$ cat config.mk
export PLATFORM = sky130hd
export DESIGN_NAME = multi_probe_window_statistics_core
export DESIGN_NICKNAME = d
export VERILOG_FILES = /design/src/rtl/mpws_pkg.sv /design/src/rtl/mpws_div.sv /design/src/rtl/mpws_sqrt.sv /design/src/rtl/mpws_dp.sv /design/src/rtl/mpws_ctrl.sv /design/src/rtl/multi_probe_window_statistics_core.sv
export VERILOG_INCLUDE_DIRS = /design/src /design/src/rtl
export SDC_FILE = /design/constraint.sdc
export NUM_CORES = 2
export LEC_CHECK = 0
export ABC_AREA = 1
export BUFFER_PORTS_ARGS = -buffer_cell sky130_fd_sc_hd__buf_4
export CAP_MARGIN = 20
export CELL_PAD_IN_SITES_DETAIL_PLACEMENT = 1
export CELL_PAD_IN_SITES_GLOBAL_PLACEMENT = 1
export CORE_MARGIN = 4
export CORE_UTILIZATION = 50
export DETAILED_ROUTE_END_ITERATION = 10
export GPL_TIMING_DRIVEN = 0
export PLACE_DENSITY = 0.86
export SLEW_MARGIN = 20
export SYNTH_ARGS = -nofsm -noshare
export SYNTH_HDL_FRONTEND = slang
export SYNTH_SLANG_ARGS = --single-unit
$ cat constraint.sdc
create_clock -name clk -period 9.1 [get_ports clk]
set_input_delay 1.82 -clock clk [delete_from_list [all_inputs] [get_ports clk]]
set_output_delay 1.82 -clock clk [all_outputs]
set_load 0.005 [all_outputs]
$ cat src/rtl/multi_probe_window_statistics_core_assert.svh
// ----------------------------------------------------------------------------
// Assertion macros for the multi-probe window statistics core
// Wrappers for concurrent assertions; NO_ASSERTIONS turns them into nothing.
// ----------------------------------------------------------------------------
`ifndef MULTI_PROBE_WINDOW_STATISTICS_CORE_ASSERT_SVH
`define MULTI_PROBE_WINDOW_STATISTICS_CORE_ASSERT_SVH

`ifndef NO_ASSERTIONS
// Property checked on every clock edge outside reset.
`define MPWS_ASSERT(lbl, clk, rst, prop, msg) \
  lbl: assert property (@(posedge clk) disable iff (rst) prop) \
    else $error(msg);
// Condition in one cycle implies a consequence in the next.
`define MPWS_ASSERT_NEXT(lbl, clk, rst, pre, post, msg) \
  lbl: assert property (@(posedge clk) disable iff (rst) (pre) |=> (post)) \
    else $error(msg);
`else
`define MPWS_ASSERT(lbl, clk, rst, prop, msg)
`define MPWS_ASSERT_NEXT(lbl, clk, rst, pre, post, msg)
`endif

`endif

$ cat src/rtl/mpws_pkg.sv
// ----------------------------------------------------------------------------
// Multi-probe window statistics package
// Field widths, register indexes and controller/datapath interface types.
// ----------------------------------------------------------------------------
`default_nettype none

package mpws_pkg;

  localparam int SAMPLE_W   = 12;
  localparam int SPW_W      = 10;
  localparam int RANGE_W    = 12;
  localparam int PROBE_W    = 2;
  localparam int MEAN_W     = 16;
  localparam int STD_W      = 15;
  localparam int SPREAD_W   = 16;
  localparam int TENTHS_W   = 14;
  localparam int Q_FRAC     = 4;
  localparam int DEV_SHIFT  = 8;
  localparam int PCT_NUM_W  = 26;
  localparam int DIVISOR_W  = RANGE_W + Q_FRAC;
  localparam int CFG_IDX_W  = 1;
  localparam int CFG_DATA_W = RANGE_W;

  localparam int SPW_MAX    = 2 ** SPW_W - 1;
  localparam int SAMPLE_MAX = 2 ** SAMPLE_W - 1;
  localparam int PCT_SCALE  = 1000;
  localparam int TENTHS_MAX = 9999;

  localparam logic [SPW_W-1:0]   SPW_RESET   = 10'd100;
  localparam logic [RANGE_W-1:0] RANGE_RESET = 12'd1481;

  localparam logic [CFG_IDX_W-1:0] REG_SAMPLES_PER_WINDOW = 1'b0;
  localparam logic [CFG_IDX_W-1:0] REG_DYNAMIC_RANGE      = 1'b1;

  typedef enum logic [1:0] {
    DIV_MEAN,
    DIV_STD,
    DIV_PCT
  } div_sel_t;

  typedef struct packed {
    logic     acc;
    logic     prod;
    logic     sqrt_go;
    logic     div_go;
    div_sel_t div_sel;
    logic     cap_mean;
    logic     cap_std;
    logic     spread;
    logic     cap_pct;
    logic     load;
  } dp_cmd_t;

  typedef struct packed {
    logic win_end;
    logic last_probe;
    logic sqrt_busy;
    logic div_busy;
    logic out_free;
  } dp_stat_t;

endpackage

`default_nettype wire

$ cat src/rtl/mpws_div.sv
// ----------------------------------------------------------------------------
// Restoring divider
// Unsigned quotient of DD_W bits, one bit per cycle.
// ----------------------------------------------------------------------------
`default_nettype none

module mpws_div #(
  parameter int DD_W = 26,
  parameter int DS_W = 16
) (
  input  wire logic            clk,
  input  wire logic            rst,
  input  wire logic            start,
  input  wire logic [DD_W-1:0] dividend,
  input  wire logic [DS_W-1:0] divisor,
  output logic                 busy,
  output logic [DD_W-1:0]      quotient
);

  localparam int CNT_W = $clog2(DD_W + 1);

  logic [CNT_W-1:0] cnt;
  logic [DS_W-1:0]  rem;
  logic [DS_W-1:0]  dvs;
  logic [DS_W:0]    rem_sh;
  logic             fits;
  logic [DS_W:0]    rem_sub;

  always_comb begin
    rem_sh  = {rem, quotient[DD_W-1]};
    fits    = rem_sh >= {1'b0, dvs};
    rem_sub = rem_sh - {1'b0, dvs};
  end

  always_ff @(posedge clk) begin
    if (rst) begin
      busy <= 1'b0;
      cnt  <= '0;
    end else if (start) begin
      busy <= 1'b1;
      cnt  <= CNT_W'(DD_W);
    end else if (busy) begin
      cnt <= cnt - CNT_W'(1);
      if (cnt == CNT_W'(1)) begin
        busy <= 1'b0;
      end
    end
  end

  always_ff @(posedge clk) begin
    if (start) begin
      quotient <= dividend;
      rem      <= '0;
      dvs      <= divisor;
    end else if (busy) begin
      // shift the next dividend bit in, keep the partial remainder below dvs
      quotient <= {quotient[DD_W-2:0], fits};
      rem      <= fits ? rem_sub[DS_W-1:0] : rem_sh[DS_W-1:0];
    end
  end

endmodule

`default_nettype wire

$ cat src/rtl/mpws_sqrt.sv
// ----------------------------------------------------------------------------
// Integer square root
// Digit-by-digit floor square root, one result bit per cycle.
// ----------------------------------------------------------------------------
`default_nettype none

module mpws_sqrt #(
  parameter int RT_W = 26
) (
  input  wire logic              clk,
  input  wire logic              rst,
  input  wire logic              start,
  input  wire logic [2*RT_W-1:0] x,
  output logic                   busy,
  output logic [RT_W-1:0]        root
);

  localparam int CNT_W = $clog2(RT_W + 1);

  logic [CNT_W-1:0]  cnt;
  logic [2*RT_W-1:0] xs;
  logic [RT_W+1:0]   rem;
  logic [RT_W+1:0]   rem_sh;
  logic [RT_W+1:0]   trial;
  logic              fits;

  always_comb begin
    // bring down the next bit pair; the remainder stays below 2^RT_W here
    rem_sh = {rem[RT_W-1:0], xs[2*RT_W-1 -: 2]};
    trial  = {root, 2'b01};
    fits   = rem_sh >= trial;
  end

  always_ff @(posedge clk) begin
    if (rst) begin
      busy <= 1'b0;
      cnt  <= '0;
    end else if (start) begin
      busy <= 1'b1;
      cnt  <= CNT_W'(RT_W);
    end else if (busy) begin
      cnt <= cnt - CNT_W'(1);
      if (cnt == CNT_W'(1)) begin
        busy <= 1'b0;
      end
    end
  end

  always_ff @(posedge clk) begin
    if (start) begin
      xs   <= x;
      rem  <= '0;
      root <= '0;
    end else if (busy) begin
      xs   <= {xs[2*RT_W-3:0], 2'b00};
      rem  <= fits ? (rem_sh - trial) : rem_sh;
      root <= {root[RT_W-2:0], fits};
    end
  end

endmodule

`default_nettype wire

$ cat src/rtl/mpws_dp.sv
// ----------------------------------------------------------------------------
// Window statistics datapath
// Accumulators, configuration, end-of-window arithmetic and result register.
// ----------------------------------------------------------------------------
`default_nettype none

`include "multi_probe_window_statistics_core_assert.svh"

module mpws_dp
  import mpws_pkg::*;
#(
  parameter int PROBES     = 3,
  parameter int MAX_WINDOW = 1023
) (
  input  wire logic                  clk,
  input  wire logic                  rst,
  input  wire dp_cmd_t               cmd,
  output dp_stat_t                   stat,
  input  wire logic [SAMPLE_W-1:0]   sample,
  input  wire logic                  start_cycle,
  input  wire logic                  cfg_valid,
  input  wire logic [CFG_IDX_W-1:0]  cfg_index,
  input  wire logic [CFG_DATA_W-1:0] cfg_data,
  input  wire logic                  out_stall,
  output logic                       out_valid,
  output logic [PROBE_W-1:0]         probe,
  output logic [MEAN_W-1:0]          mean_q4,
  output logic [STD_W-1:0]           std_dev_q4,
  output logic [SAMPLE_W-1:0]        minimum,
  output logic [SAMPLE_W-1:0]        maximum,
  output logic [SPREAD_W-1:0]        spread_q4,
  output logic [TENTHS_W-1:0]        spread_tenths_pct,
  output logic                       cycle_done
);

  localparam int CNT_MAX    = (MAX_WINDOW < SPW_MAX) ? MAX_WINDOW : SPW_MAX;
  localparam int CNT_W      = $clog2(CNT_MAX + 1);
  localparam int SUM_W      = SAMPLE_W + CNT_W;
  localparam int SQ_SMP_W   = 2 * SAMPLE_W;
  localparam int SQ_W       = SQ_SMP_W + CNT_W;
  localparam int P_W        = SQ_W + CNT_W;
  localparam int X_W        = P_W + DEV_SHIFT;
  localparam int RT_W       = (X_W + 1) / 2;
  localparam int MEAN_NUM_W = SUM_W + Q_FRAC;
  localparam int DD_A       = (MEAN_NUM_W > RT_W) ? MEAN_NUM_W : RT_W;
  localparam int DD_W       = (DD_A > PCT_NUM_W) ? DD_A : PCT_NUM_W;

  // configuration
  logic [SPW_W-1:0]   samples_per_window;
  logic [RANGE_W-1:0] dynamic_range;

  // window state
  logic [SUM_W-1:0]    sample_sum;
  logic [SQ_W-1:0]     square_sum;
  logic [SAMPLE_W-1:0] running_min;
  logic [SAMPLE_W-1:0] running_max;
  logic [CNT_W-1:0]    sample_count;
  logic [PROBE_W-1:0]  probe_index;
  logic [MEAN_W-1:0]   lowest_mean;
  logic [MEAN_W-1:0]   highest_mean;

  // accumulate path
  logic [SUM_W-1:0]    sum_next;
  logic [SQ_W-1:0]     sq_next;
  logic [SAMPLE_W-1:0] min_next;
  logic [SAMPLE_W-1:0] max_next;
  logic [CNT_W-1:0]    count_next;
  logic [SQ_SMP_W-1:0] sample_sq;
  logic [SPW_W-1:0]    spw_nz;
  logic [SPW_W-1:0]    spw_cap;
  logic [CNT_W-1:0]    len_eff;

  // end-of-window arithmetic
  logic [P_W-1:0]       prod_nsq;
  logic [P_W-1:0]       prod_ss;
  logic [P_W-1:0]       dev;
  logic [2*RT_W-1:0]    sqrt_x;
  logic                 sqrt_busy;
  logic [RT_W-1:0]      root;
  logic [DD_W-1:0]      div_dd;
  logic [DIVISOR_W-1:0] div_ds;
  logic                 div_busy;
  logic [DD_W-1:0]      quotient;
  logic [RANGE_W-1:0]   range_eff;
  logic [MEAN_W-1:0]    win_mean;
  logic [STD_W-1:0]     win_std;
  logic [SPREAD_W-1:0]  spread_val;
  logic [PCT_NUM_W-1:0] pct_num;
  logic [TENTHS_W-1:0]  win_pct;
  logic                 last_probe;

  assign sample_sq = SQ_SMP_W'(sample) * SQ_SMP_W'(sample);

  always_comb begin
    sum_next   = (start_cycle ? '0 : sample_sum) + SUM_W'(sample);
    sq_next    = (start_cycle ? '0 : square_sum) + SQ_W'(sample_sq);
    min_next   = start_cycle ? SAMPLE_W'(SAMPLE_MAX) : running_min;
    max_next   = start_cycle ? '0 : running_max;
    count_next = (start_cycle ? '0 : sample_count) + CNT_W'(1);
    if (sample < min_next) begin
      min_next = sample;
    end
    if (sample > max_next) begin
      max_next = sample;
    end
    // zero length acts as one; clamp to the longest window
    spw_nz  = (samples_per_window == '0) ? SPW_W'(1) : samples_per_window;
    spw_cap = (spw_nz > SPW_W'(CNT_MAX)) ? SPW_W'(CNT_MAX) : spw_nz;
    len_eff = spw_cap[CNT_W-1:0];
  end

  assign last_probe = probe_index >= PROBE_W'(PROBES - 1);
  assign range_eff  = (dynamic_range == '0) ? RANGE_W'(1) : dynamic_range;
  assign dev        = prod_nsq - prod_ss;
  assign sqrt_x     = (2*RT_W)'({dev, {DEV_SHIFT{1'b0}}});

  always_comb begin
    unique case (cmd.div_sel)
      DIV_MEAN: begin
        div_dd = DD_W'({sample_sum, {Q_FRAC{1'b0}}});
        div_ds = DIVISOR_W'(sample_count);
      end
      DIV_STD: begin
        div_dd = DD_W'(root);
        div_ds = DIVISOR_W'(sample_count);
      end
      DIV_PCT: begin
        div_dd = DD_W'(pct_num);
        div_ds = {range_eff, {Q_FRAC{1'b0}}};
      end
      default: begin
        div_dd = '0;
        div_ds = DIVISOR_W'(1);
      end
    endcase
  end

  mpws_sqrt #(
    .RT_W (RT_W)
  ) u_sqrt (
    .clk   (clk),
    .rst   (rst),
    .start (cmd.sqrt_go),
    .x     (sqrt_x),
    .busy  (sqrt_busy),
    .root  (root)
  );

  mpws_div #(
    .DD_W (DD_W),
    .DS_W (DIVISOR_W)
  ) u_div (
    .clk      (clk),
    .rst      (rst),
    .start    (cmd.div_go),
    .dividend (div_dd),
    .divisor  (div_ds),
    .busy     (div_busy),
    .quotient (quotient)
  );

  assign stat.win_end    = count_next >= len_eff;
  assign stat.last_probe = last_probe;
  assign stat.sqrt_busy  = sqrt_busy;
  assign stat.div_busy   = div_busy;
  assign stat.out_free   = !out_valid || !out_stall;

  always_ff @(posedge clk) begin
    if (rst) begin
      samples_per_window <= SPW_RESET;
      dynamic_range      <= RANGE_RESET;
      sample_sum         <= '0;
      square_sum         <= '0;
      running_min        <= SAMPLE_W'(SAMPLE_MAX);
      running_max        <= '0;
      sample_count       <= '0;
      probe_index        <= '0;
      out_valid          <= 1'b0;
    end else begin
      if (cfg_valid) begin
        unique case (cfg_index)
          REG_SAMPLES_PER_WINDOW: samples_per_window <= cfg_data[SPW_W-1:0];
          REG_DYNAMIC_RANGE:      dynamic_range      <= cfg_data[RANGE_W-1:0];
        endcase
      end
      if (cmd.acc) begin
        sample_sum   <= sum_next;
        square_sum   <= sq_next;
        running_min  <= min_next;
        running_max  <= max_next;
        sample_count <= count_next;
        if (start_cycle) begin
          probe_index <= '0;
        end
      end
      // hand the window over to the result register and open the next one
      if (cmd.load) begin
        sample_sum   <= '0;
        square_sum   <= '0;
        running_min  <= SAMPLE_W'(SAMPLE_MAX);
        running_max  <= '0;
        sample_count <= '0;
        probe_index  <= last_probe ? '0 : probe_index + PROBE_W'(1);
        out_valid    <= 1'b1;
      end else if (out_valid && !out_stall) begin
        out_valid <= 1'b0;
      end
    end
  end

  always_ff @(posedge clk) begin
    if (cmd.prod) begin
      prod_nsq <= P_W'(sample_count) * P_W'(square_sum);
      prod_ss  <= P_W'(sample_sum) * P_W'(sample_sum);
    end
    if (cmd.cap_mean) begin
      win_mean <= quotient[MEAN_W-1:0];
      if (probe_index == '0) begin
        lowest_mean  <= quotient[MEAN_W-1:0];
        highest_mean <= quotient[MEAN_W-1:0];
      end else begin
        if (quotient[MEAN_W-1:0] < lowest_mean) begin
          lowest_mean <= quotient[MEAN_W-1:0];
        end
        if (quotient[MEAN_W-1:0] > highest_mean) begin
          highest_mean <= quotient[MEAN_W-1:0];
        end
      end
    end
    if (cmd.cap_std) begin
      win_std <= quotient[STD_W-1:0];
    end
    if (cmd.spread) begin
      spread_val <= highest_mean - lowest_mean;
      pct_num    <= PCT_NUM_W'(highest_mean - lowest_mean) * PCT_NUM_W'(PCT_SCALE);
    end
    if (cmd.cap_pct) begin
      win_pct <= (quotient > DD_W'(TENTHS_MAX)) ? TENTHS_W'(TENTHS_MAX)
                                                : quotient[TENTHS_W-1:0];
    end
    if (cmd.load) begin
      probe             <= probe_index;
      mean_q4           <= win_mean;
      std_dev_q4        <= win_std;
      minimum           <= running_min;
      maximum           <= running_max;
      spread_q4         <= last_probe ? spread_val : '0;
      spread_tenths_pct <= last_probe ? win_pct : '0;
      cycle_done        <= last_probe;
    end
  end

  `MPWS_ASSERT(a_min_le_max, clk, rst, out_valid |-> (minimum <= maximum), "window minimum above maximum")
  `MPWS_ASSERT(a_spread_only_last, clk, rst, (out_valid && !cycle_done) |-> (spread_q4 == '0 && spread_tenths_pct == '0), "spread fields set outside last probe")

endmodule

`default_nettype wire

$ cat src/rtl/mpws_ctrl.sv
// ----------------------------------------------------------------------------
// Window statistics controller
// Sequences accumulation and the end-of-window products, root and divisions.
// ----------------------------------------------------------------------------
`default_nettype none

`include "multi_probe_window_statistics_core_assert.svh"

module mpws_ctrl
  import mpws_pkg::*;
(
  input  wire logic     clk,
  input  wire logic     rst,
  input  wire logic     in_valid,
  output logic          in_stall,
  output dp_cmd_t       cmd,
  input  wire dp_stat_t stat
);

  typedef enum logic [3:0] {
    S_IDLE,
    S_PROD,
    S_DIFF,
    S_ROOT,
    S_STD,
    S_SPREAD,
    S_PCT_GO,
    S_PCT,
    S_LOAD
  } state_t;

  state_t state;
  state_t state_next;

  always_comb begin
    state_next  = state;
    cmd         = '0;
    cmd.div_sel = DIV_MEAN;
    unique case (state)
      S_IDLE: begin
        cmd.acc = in_valid;
        if (in_valid && stat.win_end) begin
          state_next = S_PROD;
        end
      end
      S_PROD: begin
        // products and the mean division start together
        cmd.prod    = 1'b1;
        cmd.div_go  = 1'b1;
        cmd.div_sel = DIV_MEAN;
        state_next  = S_DIFF;
      end
      S_DIFF: begin
        cmd.sqrt_go = 1'b1;
        state_next  = S_ROOT;
      end
      S_ROOT: begin
        if (!stat.sqrt_busy && !stat.div_busy) begin
          cmd.cap_mean = 1'b1;
          cmd.div_go   = 1'b1;
          cmd.div_sel  = DIV_STD;
          state_next   = S_STD;
        end
      end
      S_STD: begin
        if (!stat.div_busy) begin
          cmd.cap_std = 1'b1;
          state_next  = stat.last_probe ? S_SPREAD : S_LOAD;
        end
      end
      S_SPREAD: begin
        cmd.spread = 1'b1;
        state_next = S_PCT_GO;
      end
      S_PCT_GO: begin
        cmd.div_go  = 1'b1;
        cmd.div_sel = DIV_PCT;
        state_next  = S_PCT;
      end
      S_PCT: begin
        cmd.div_sel = DIV_PCT;
        if (!stat.div_busy) begin
          cmd.cap_pct = 1'b1;
          state_next  = S_LOAD;
        end
      end
      S_LOAD: begin
        // hold until the result register is free
        if (stat.out_free) begin
          cmd.load   = 1'b1;
          state_next = S_IDLE;
        end
      end
      default: begin
        state_next = S_IDLE;
      end
    endcase
  end

  always_ff @(posedge clk) begin
    if (rst) begin
      state    <= S_IDLE;
      in_stall <= 1'b0;
    end else begin
      state    <= state_next;
      in_stall <= state_next != S_IDLE;
    end
  end

  `MPWS_ASSERT(a_div_not_busy, clk, rst, cmd.div_go |-> !stat.div_busy, "divider restarted while busy")
  `MPWS_ASSERT(a_acc_quiet, clk, rst, cmd.acc |-> (!stat.div_busy && !stat.sqrt_busy), "sample taken during window arithmetic")
  `MPWS_ASSERT_NEXT(a_end_stalls, clk, rst, cmd.acc && stat.win_end, in_stall, "input not stalled after window end")

endmodule

`default_nettype wire

$ cat src/rtl/multi_probe_window_statistics_core.sv
// ----------------------------------------------------------------------------
// Multi-probe window statistics core
// Per-probe window mean, standard deviation, extremes and probe mean spread.
// ----------------------------------------------------------------------------
// Samples arrive one per cycle while a window fills: each accepted item is
// added to the sum, the sum of squares and the running extremes in the cycle
// it is taken. When the window reaches its length the input is stalled while
// the two products are formed and the one-bit-per-cycle square-root unit and
// shared divider (26 bits wide at the default window bound) run, and on the
// last probe of a cycle also while the divider does the percent division.
// The result sits in an output register, so a new window starts filling
// while it waits to be taken. Configuration writes are always ready and take
// effect at once.
// ----------------------------------------------------------------------------
`default_nettype none

module multi_probe_window_statistics_core
  import mpws_pkg::*;
#(
  parameter int PROBES     = 3,
  parameter int MAX_WINDOW = 1023
) (
  input  wire logic                  clk,
  input  wire logic                  rst,
  input  wire logic                  in_valid,
  output logic                       in_stall,
  input  wire logic [SAMPLE_W-1:0]   sample,
  input  wire logic                  start_cycle,
  output logic                       out_valid,
  input  wire logic                  out_stall,
  output logic [PROBE_W-1:0]         probe,
  output logic [MEAN_W-1:0]          mean_q4,
  output logic [STD_W-1:0]           std_dev_q4,
  output logic [SAMPLE_W-1:0]        minimum,
  output logic [SAMPLE_W-1:0]        maximum,
  output logic [SPREAD_W-1:0]        spread_q4,
  output logic [TENTHS_W-1:0]        spread_tenths_pct,
  output logic                       cycle_done,
  input  wire logic                  cfg_valid,
  output logic                       cfg_ready,
  input  wire logic [CFG_IDX_W-1:0]  cfg_index,
  input  wire logic [CFG_DATA_W-1:0] cfg_data
);

  dp_cmd_t  cmd;
  dp_stat_t stat;

  assign cfg_ready = 1'b1;

  mpws_ctrl u_ctrl (
    .clk      (clk),
    .rst      (rst),
    .in_valid (in_valid),
    .in_stall (in_stall),
    .cmd      (cmd),
    .stat     (stat)
  );

  mpws_dp #(
    .PROBES     (PROBES),
    .MAX_WINDOW (MAX_WINDOW)
  ) u_dp (
    .clk               (clk),
    .rst               (rst),
    .cmd               (cmd),
    .stat              (stat),
    .sample            (sample),
    .start_cycle       (start_cycle),
    .cfg_valid         (cfg_valid),
    .cfg_index         (cfg_index),
    .cfg_data          (cfg_data),
    .out_stall         (out_stall),
    .out_valid         (out_valid),
    .probe             (probe),
    .mean_q4           (mean_q4),
    .std_dev_q4        (std_dev_q4),
    .minimum           (minimum),
    .maximum           (maximum),
    .spread_q4         (spread_q4),
    .spread_tenths_pct (spread_tenths_pct),
    .cycle_done        (cycle_done)
  );

endmodule

`default_nettype wire
==> flow_summary_export.csv <==
group,metric,value,unit
status,status,"finished, final reports clean",
global_route,grt_use_met2,61.4,%
power,peakVddDrop,200,uV
clock_network,cts_setup_buffers,0,
timing,setup_ws,0.886,ns
detailed_routing,via_per_inst,5.64,
detailed_routing,via_count,56900,
placement,gp_congestion,0.981,
floorplanning,die_area,135000,sq um
logic_synthesis,synthTopCellsByArea,"fa_1 (24%), edfxtp_1 (17%), inv_1 (11%), nand2_1 (11%), ha_1 (11%)",
timing,setup_viol,0,
timing,max_freq,122,MHz
timing,period_minus_slack,8.21,ns
timing,min_period_over_period,90.3,%
clock_network,cts_root_buf,"clkbuf_16",
logic_synthesis,yosysMostFrequentCell,"inv_1",
logic_synthesis,yosys_warnings,0,
floorplanning,coreArea,128000,sq um
timing,maxSlewViolCount,0,
layout,postLayoutCellArea,70000,sq um
detailed_routing,route.final.wire_length,234,mm
global_route,grt.busiest_layer,"met2",
global_route,grt_pass1_vias,64000,
global_route,gr-usage-met1,38.7,%
layout,fill_cells,15900,
power,p_switching,6.82,mW
detailed_routing,firstDrtPassIters,6,
power,clkPwrFrac,20.4,%
power,p_seq_share,24.1,%
logic_synthesis,synth_cells,8148,
timing,hold_viol,0,
floorplanning,ios,122,
placement,dp_cells,9947,
clock_network,tritoncts,"done",
detailed_routing,first_iter_violations,3834,
global_route,grt_remaining_overflow,0,
clock_network,cts_buffers,71,
detailed_routing,drcViolationCount,0,
setup_path,cp-start-kind,"flop",
placement,dp_hpwl,193,mm
clock_network,clockBufferDepth,3,
clock_network,clkSinkCount,575,
global_route,grt_use_met3,5.84,%
clock_network,postCtsResizedCells,0,
setup_path,worstPathMaxFanout,10,
detailed_routing,ant_nets,0,
global_route,grt_pass1_wl,361,mm
logic_synthesis,yosys_register_bits,575,
layout,final_layout_size_suffix_gt1_share,4.57,%
detailed_routing,post_drt_wl_per_cell,23.2,microns
power,leakage,37.0,nW
clock_network,clk_latency,0.71,ns
floorplanning,dieHeight,367,microns
logic_synthesis,synth_edf_count,375,
timing,fin_skew,0.0511,ns
power,p_int,7.30,mW
power,finalPower,14.1,mW
logic_synthesis,syn_area_per_cell,7.92,sq um
global_route,grt_max_degree,67,
layout,final_util,54.8,%
logic_synthesis,syn_nets,9484,
setup_path,critPathCaptureType,"flop",
timing,worst_pin_slew,1.09,ns
setup_path,worstSetupPathType,"reg -> reg",
global_route,antenna_found_initial,9,
floorplanning,start_util,50.5,%
clock_network,clk_pin_slew,0.06,ns
setup_path,cp.arrival,8.66,ns
floorplanning,fp-row-count,131,
floorplanning,fp.dieW,367,microns
power,power_density,202,nW/um^2
logic_synthesis,async_flop_share,0,%
placement,post-place-ws,0.921,ns
logic_synthesis,ys_types,60,
placement,portBuffers,119,
logic_synthesis,synth_flop_cell,"edfxtp_1",
layout,areaGrowthSynthToFinish,8.56,%
worst_hold_path,hold_path_class,"reg -> reg",
logic_synthesis,synth_common_cells,"inv_1 (1,959), nand2_1 (1,906), fa_1 (763), nor2_1 (554), ha_1 (542)",
layout,fin_nets,9694,
power,combPwrFrac,55.5,%
layout,layoutNonFillerInstCount,10100,
power,switching_share,48.3,%
logic_synthesis,synth_seq_area_share,23.7,%
setup_path,cp.required,9.54,ns
clock_network,cts_hold_buf,0,
timing,max_slew_margin,27.6,%
global_route,grt_usage,34.7,%
job,timing.max_cap.violations,0,
placement,placed_area,67700,sq um
clock_network,h-tree-depth,3,
logic_synthesis,synth_area_leader_cell,"fa_1",
logic_synthesis,synth.top_cell.area_share,23.7,%
timing,rsz0062_at_grt,"false",
logic_synthesis,syn_area,64500,sq um
==> cells by family (layout without fill, tap and decap cells) <==
| logic type | Yosys count | count (layout) | share of synthesized area, % |
|---|---|---|---|
| buffers and inverters | 2201 | 2469 | 13.0 |
| AOI/OAI and AO/OA | 932 | 932 | 8.07 |
| other | 1 | 4 | 0.00581 |
| adders and majority gates | 1305 | 1305 | 34.2 |
| and+or+nand+nor | 2945 | 2945 | 18.5 |
| DFF | 575 | 575 | 23.7 |
| xor gates and xnor gates | 189 | 189 | 2.57 |
==> cells in the final DEF (no fill, tap or decap), types with 7 or more instances in the layout <==
cell type	count
inv_1	1957
nand2_1	1906
fa_1	763
nor2_1	553
ha_1	542
a21oi_1	416
edfxtp_1	375
o21ai_0	290
nand3_1	272
dfxtp_1	200
clkbuf_1	160
buf_4	137
xor2_1	129
clkbuf_16	73
xnor2_1	58
nor3_1	57
nand4_1	52
a22oi_1	39
o21bai_1	36
buf_2	33
a21o_1	31
buf_1	30
o211ai_1	25
a31oi_1	24
or2_2	18
nand3b_1	18
nor4_1	16
clkinv_2	16
a21boi_0	14
inv_2	13
buf_6	12
nand2_2	11
inv_6	10
o21ai_1	9
nor2_2	8
and3_1	8
o21a_1	7
==> area by class of cell <==
class                      count  area, sq um  share of cell area [%]
tap                         1662         2080                    2.97
antenna                        3         7.51                  0.0107
clock buffer                  84         1880                    2.68
timing repair buffer         137         1090                    1.56
inverter                    1973         7410                    10.6
buffer                       228          973                    1.39
clock inverter                47          409                   0.584
multi-input combinational   5372        40900                    58.4
sequential                   575        15300                    21.8
==> per-stage QoR <==
stage,hold slack (ns),TNS [ns]
6_report,0.422,0
5_1_grt,0.433,0
4_1_cts,0.423,0
3_5_place_dp,0.406,0
3_3_place_gp,0.401,-80.10
2_1_floorplan,0.400,0
==> layer usage <==
metal  vias up  share of wire [%]
li1      25400                  -
met1     28500                 36
met2      2176                 50
met3       820                6.3
met4         8                7.6
met5         -              0.025
==> registers in the layout, summed over array words and instances, names as in the netlist, 21 cells and up <==
signal,count
u_dp.u_sqrt.root,26
u_dp.pct_num,21
u_dp.square_sum,34
u_dp.u_sqrt.rem,26
u_dp.sample_sum,22
u_dp.u_div.quotient,26
u_dp.u_sqrt.xs,44
u_dp.prod_nsq,44
u_dp.prod_ss,43
==> power by group through the flow <==
stage / Combinational, mW / Clock, mW / Sequential (mW)
6_report: 7.84 / 2.88 / 3.40
5_1_grt: 8.73 / 3.02 / 3.42
4_1_cts: 7.78 / 2.92 / 3.39
3_5_place_dp: 7.69 / 0 / 3.44
3_3_place_gp: 7.28 / 0 / 3.44
2_1_floorplan: 5.33 / 0 / 3.34
==> worst paths after layout <==
path                                     startpoint                to  slack [ns]  depth (start not counted)
worst min register to register    u_dp.win_mean[11]  u_dp.mean_q4[11]        0.42                          0
worst min-delay path              u_dp.win_mean[11]  u_dp.mean_q4[11]        0.42                          0
worst max-delay path            u_dp.sample_sum[17]  u_dp.prod_ss[38]        0.89                         25
worst max register to register  u_dp.sample_sum[17]  u_dp.prod_ss[38]        0.89                         25
==> worst max-delay path: stages (launching register included) <==
cell	delay (ns)
dfxtp_1	0.54
clkbuf_1	0.71
clkbuf_1	0.61
nand2_1	0.24
fa_1	0.59
inv_1	0.07
fa_1	0.51
inv_1	0.06
fa_1	0.53
inv_1	0.05
fa_1	0.53
fa_1	0.44
fa_1	0.64
inv_1	0.09
fa_1	0.53
inv_1	0.04
ha_1	0.44
nand2_1	0.12
nor2_1	0.10
inv_1	0.07
nor2_1	0.14
inv_1	0.08
nor3_1	0.21
nand3_1	0.11
nand3_1	0.12
xor2_1	0.43
Note: power is estimated with default switching activity, not from simulation.
